## config.mk

```make
export PLATFORM = sky130hd
export DESIGN_NAME = vpm_ctrl
export DESIGN_NICKNAME = d
export VERILOG_FILES = /design/src/design/vpm_pkg.sv /design/src/design/vpm_ctrl.sv
export SDC_FILE = /design/constraint.sdc
export NUM_CORES = 1
export LEC_CHECK = 0
export BUFFER_PORTS_ARGS = -buffer_cell sky130_fd_sc_hd__buf_4
export CELL_PAD_IN_SITES_DETAIL_PLACEMENT = 1
export CELL_PAD_IN_SITES_GLOBAL_PLACEMENT = 2
export CORE_AREA = 4 4 41 43
export CTS_CLUSTER_SIZE = 25
export DETAILED_ROUTE_END_ITERATION = 12
export DIE_AREA = 0 0 45 47
export PLACE_DENSITY_LB_ADDON = 0.15
export SLEW_MARGIN = 15
export SYNTH_ARGS = -nofsm -noshare
export SYNTH_HDL_FRONTEND = slang
export SYNTH_SLANG_ARGS = --single-unit
```

## constraint.sdc

```tcl
create_clock -name aclk -period 2.3 [get_ports aclk]
set_input_delay 0.575 -clock aclk [delete_from_list [all_inputs] [get_ports aclk]]
set_output_delay 0.575 -clock aclk [all_outputs]
set_load 0.05 [all_outputs]
```

## src/design/vpm_pkg.sv

```systemverilog
`timescale 1ns / 1ps
// ----------------------------------------------------------------------------
// vpm_pkg
// Shared widths, stream packing offsets, store entry type and the
// control/status bundles between the controller and the datapath.
// ----------------------------------------------------------------------------
package vpm_pkg;

    localparam int ID_W    = 50;
    localparam int COORD_W = 27;
    localparam int TIME_W  = 17;

    localparam logic [COORD_W-1:0] WINDOW_RESET = COORD_W'(100);

    // Results given per request at most; further matches are dropped
    localparam int RESULT_LIMIT = 63;
    localparam int FOUND_W      = $clog2(RESULT_LIMIT + 1);

    // Slave tdata layout, lowest bit first
    localparam int S_ID_LO  = 0;
    localparam int S_SX_LO  = S_ID_LO + ID_W;
    localparam int S_SY_LO  = S_SX_LO + COORD_W;
    localparam int S_EX_LO  = S_SY_LO + COORD_W;
    localparam int S_EY_LO  = S_EX_LO + COORD_W;
    localparam int S_TS_LO  = S_EY_LO + COORD_W;
    localparam int S_TE_LO  = S_TS_LO + TIME_W;
    localparam int S_USED_W = S_TE_LO + TIME_W;
    localparam int S_TDATA_W = ((S_USED_W + 7) / 8) * 8;

    // Master tdata layout: earlier_id, then current_id
    localparam int M_USED_W  = 2 * ID_W;
    localparam int M_TDATA_W = ((M_USED_W + 7) / 8) * 8;

    typedef struct packed {
        logic [ID_W-1:0]    id;
        logic [COORD_W-1:0] mid_x;
        logic [COORD_W-1:0] mid_y;
        logic [TIME_W-1:0]  t_start;
        logic [TIME_W-1:0]  t_end;
    } entry_t;

    typedef struct packed {
        logic start;   // take the request on s_tdata
        logic scan;    // walk the store
        logic flush;   // send the held match as the last one
    } vpm_cmd_t;

    typedef struct packed {
        logic scan_done;
        logic pend_vld;
        logic out_free;
    } vpm_status_t;

endpackage

```

## src/design/vpm_ctrl.sv

```systemverilog
`timescale 1ns / 1ps
// ----------------------------------------------------------------------------
// vpm_ctrl
// Sequencer: accept one request, scan the store, flush the final match.
// ----------------------------------------------------------------------------
module vpm_ctrl (
    input  logic                aclk,
    input  logic                aresetn,
    input  logic                s_tvalid,
    output logic                s_tready,
    input  vpm_pkg::vpm_status_t status,
    output vpm_pkg::vpm_cmd_t    cmd
);

    typedef enum logic [1:0] {
        ST_IDLE,
        ST_SCAN,
        ST_FLUSH
    } state_t;

    state_t state_reg;
    state_t state_next;

    always_comb begin
        state_next = state_reg;
        case (state_reg)
            ST_IDLE: begin
                if (s_tvalid) begin
                    state_next = ST_SCAN;
                end
            end
            ST_SCAN: begin
                if (status.scan_done) begin
                    state_next = ST_FLUSH;
                end
            end
            ST_FLUSH: begin
                if (!status.pend_vld || status.out_free) begin
                    state_next = ST_IDLE;
                end
            end
            default: begin
                state_next = ST_IDLE;
            end
        endcase
    end

    always_ff @(posedge aclk) begin
        if (!aresetn) begin
            state_reg <= ST_IDLE;
        end else begin
            state_reg <= state_next;
        end
    end

    assign s_tready  = (state_reg == ST_IDLE);
    assign cmd.start = s_tvalid && (state_reg == ST_IDLE);
    assign cmd.scan  = (state_reg == ST_SCAN);
    assign cmd.flush = (state_reg == ST_FLUSH);

endmodule

```

=== After elaboration in Yosys (flattened, before gate mapping) ===
Index checks and enable logic that the tools add are counted.

* Eq/ne operators: 5
* Muxes and demuxes: 4
* Reduce and logical (&&, ||, !) cells: 5

{| class="wikitable"
|+ Operators by type and width
! operator !! number
|-
| 2-to-1 mux 2 bit || 3
|-
| one-hot mux 2 bit (3 select lines) || 1
|-
| != test 2 bit (second input constant) || 2
|-
| AND reduction 3 bit || 1
|-
| == test 2 x 1 -> 1 bit (second input constant) || 1
|-
| == test 2 bit (second input constant) || 1
|-
| zero test 2 bit || 1
|-
| != test 2 x 1 -> 1 bit (second input constant) || 1
|-
| logical AND 1 bit || 1
|-
| zero test 1 bit || 1
|-
| logical OR 1 bit || 1
|}

* Register bits after elaboration: 2

=== Depth between registers and ports, before layout ===
* Depth after elaboration: 4
* Mapped depth: 2
* Depth with buffers taken out: 2

=== Least setup slack after synthesis ===
Ideal clock, no wire load.

* Kind: reg-to-output
* Start point: reg state_reg[0]
* End point: out cmd[2] in the netlist's numbering
* Data arrival time: 1558 ps
* Required time: 1725 ps
* Path slack: 167 ps
* Stages on the path, launching flop included: 3
* Path through: dfxtp_1 > nor2_1 > and2_1

{| class="wikitable"
|+ RTL lines
! item !! RTL line !! RTL
|-
| start, declared || vpm_ctrl.sv:21 || <nowiki>state_t state_reg;</nowiki>
|-
| start signal, assigned || vpm_ctrl.sv:52 || <nowiki>state_reg <= state_next;</nowiki>
|-
| end, declared || vpm_ctrl.sv:12 || <nowiki>output vpm_pkg::vpm_cmd_t cmd</nowiki>
|}

==> impl_metrics.json <==
{
  "core_sq_um": 1300,
  "endpoint_kind": "output pin",
  "maxSlewHeadroom_pct": 87.0,
  "finClkSkew_ns": 0.00325,
  "port_buffers": 9,
  "cp_max_fo": 7,
  "place.gp.congestion": 0.570,
  "via_per_inst": 3.38,
  "cp_data_required_time_ns": 1.73,
  "use_met1_pct": 2.94,
  "clk_latency_ns": 0.23,
  "die_h_microns": 47,
  "worstSetupPathType": "register to output pin",
  "status": "completed",
  "p_leak_nw": 0.0990,
  "cts_hold_buf": 0,
  "cts_root_buf": "clkbuf_4",
  "setup_viol": 0,
  "busiest_layer": "met4",
  "wl_per_cell_microns": 9.38,
  "grt_pass1_vias": 169,
  "worstPathArrival_ns": 1.06,
  "synth.avg_cell_area_sq_um": 8.66,
  "netlist_instances": 13,
  "instances_no_fill": 40,
  "yosysWarnings": 0,
  "max_cap_violations": 0,
  "drt_iter0_markers": 0,
  "hold_violations": 0,
  "cts_buffers": 3,
  "area_growth_pct": 96.7,
  "totalPowerFinal_mw": 0.162,
  "placed_cells": 37,
  "yosysSeqAreaShare_pct": 35.6,
  "syn-num-nets": 19,
  "totalWireLength_microns": 375,
  "clock_sinks": 2,
  "std_cell_rows": 13,
  "synth_area_sq_um": 113,
  "min_path_type": "register to register",
  "cts_tree": "yes",
  "synth_seq_cells": 2,
  "grt_util_met2_pct": 7.34,
  "maxClockFrequency_mhz": 611,
  "grt_max_degree": 8,
  "fin_nets": 33,
  "grtUsageMet3_pct": 1.53,
  "ir_drop_mv": 0.131,
  "vias": 135,
  "drv_slew": 0,
  "first_pass_iters": 1,
  "antenna_found_initial": 0,
  "synth.distinct_cells": 9,
  "largest_reg_flops": 2,
  "post_cts_buffers": 0,
  "cts.reportedPaths.clkPinSlew_ns": 0.03,
  "fillers": 171,
  "rsz0062_at_grt": "no",
  "drc": 0,
  "die_w_microns": 45,
  "power_density_nw_per_um2": 734,
  "antenna_cells": 0,
  "io-pin-count": 10,
  "start_util_pct": 8.65,
  "postRouteAntennaNets": 0,
  "final_layout_size_suffix_gt1_share_pct": 48.0,
  "worst_slew_pin_slew_ns": 0.195,
  "grt-ovfl-total": 0,
  "grt.total_usage_pct": 4.57,
  "cts-htree-levels": 1,
  "grt_pass1_wl_microns": 593,
  "startpoint_type": "register",
  "period_needed_ns": 1.64,
  "setup_tns_ns": 0,
  "clock_path_buffers": 2,
  "dieArea_sq_um": 2120,
  "ctsResizeCount": 0,
  "fin_crit_sh_pct": 71.1
}
==> cell usage in the layout (no fill, tap or decap) <==
cell type,count
a21boi_1,1
a21oi_1,1
and2_1,1
buf_4,9
clkbuf_4,3
dfxtp_1,2
nand2b_1,3
nand3b_1,1
nand4bb_1,1
nor2_1,1
nor2b_1,2
==> worst paths after layout <==
check	start	to	slack, ns	cells past startpoint
worst min-delay path	state_reg[0]	state_reg[0]	0.54	2
worst max-delay path	state_reg[0]	cmd[2]	0.66	3
worst min register to register	state_reg[0]	state_reg[0]	0.54	2
worst max register to register	state_reg[0]	state_reg[1]	1.56	2
==> report_power, final <==
group          switching (mW)  leakage [nW]  internal [mW]
combinational          0.0255        0.0687         0.0175
clock                  0.0218        0.0138         0.0577
sequential            0.00294        0.0164         0.0370
==> metrics by stage <==
| step | utilization, % | cell area (sq um) | hold WS, ns | setup WS (ns) |
|---|---|---|---|---|
| 2_1_floorplan | - | 113 | 0.490 | 0.167 |
| 3_3_place_gp | 15.3 | 199 | 0.552 | 0.736 |
| 3_5_place_dp | 15.3 | 199 | 0.549 | 0.724 |
| 4_1_cts | 17.0 | 221 | 0.551 | 0.641 |
| 5_1_grt | 17.0 | 221 | 0.591 | 0.567 |
| 6_report | 17.0 | 221 | 0.539 | 0.664 |
==> synthesized netlist by cell type <==
| master | count | share of area, % |
|---|---|---|
| dfxtp_1 | 2 | 36 |
| and2_1 | 1 | 5.6 |
| nor2_1 | 1 | 3.3 |
| a21boi_1 | 1 | 6.7 |
| nand3b_1 | 1 | 6.7 |
| nand4bb_1 | 1 | 10 |
| nor2b_1 | 2 | 11 |
| nand2b_1 | 3 | 17 |
| a21oi_1 | 1 | 4.4 |
==> per-layer routing <==
layer	wire length, microns	part of all wire [%]
met1	121	32
met3	44	12
met2	194	52
met4	14	3.7
met5	0	0
==> kinds of logic (layout without fill, tap and decap cells) <==
| kind of cell | Yosys count | count (layout) | share of synthesized area, % |
|---|---|---|---|
| DFF | 2 | 2 | 35.6 |
| buffers and inverters | 0 | 12 | 0 |
| and+or+nand+nor | 9 | 9 | 53.3 |
| AOI/OAI and AO/OA | 2 | 2 | 11.1 |
==> critical path, stage by stage (launching register included) <==
cell and delay [ns]:
dfxtp_1 0.41, nor2_1 0.08, and2_1 0.16, buf_4 0.18
==> area by class of cell <==
cell class              instances  area (sq um)  share of cell area, %
well taps                      15          18.8                   8.47
repair buffers                  9          67.6                   30.5
flip-flops and latches          2          40.0                   18.1
multi-input cells              11          72.6                   32.8
clock buffers                   3          22.5                   10.2
No activity file was read; power rests on OpenSTA's default activity.
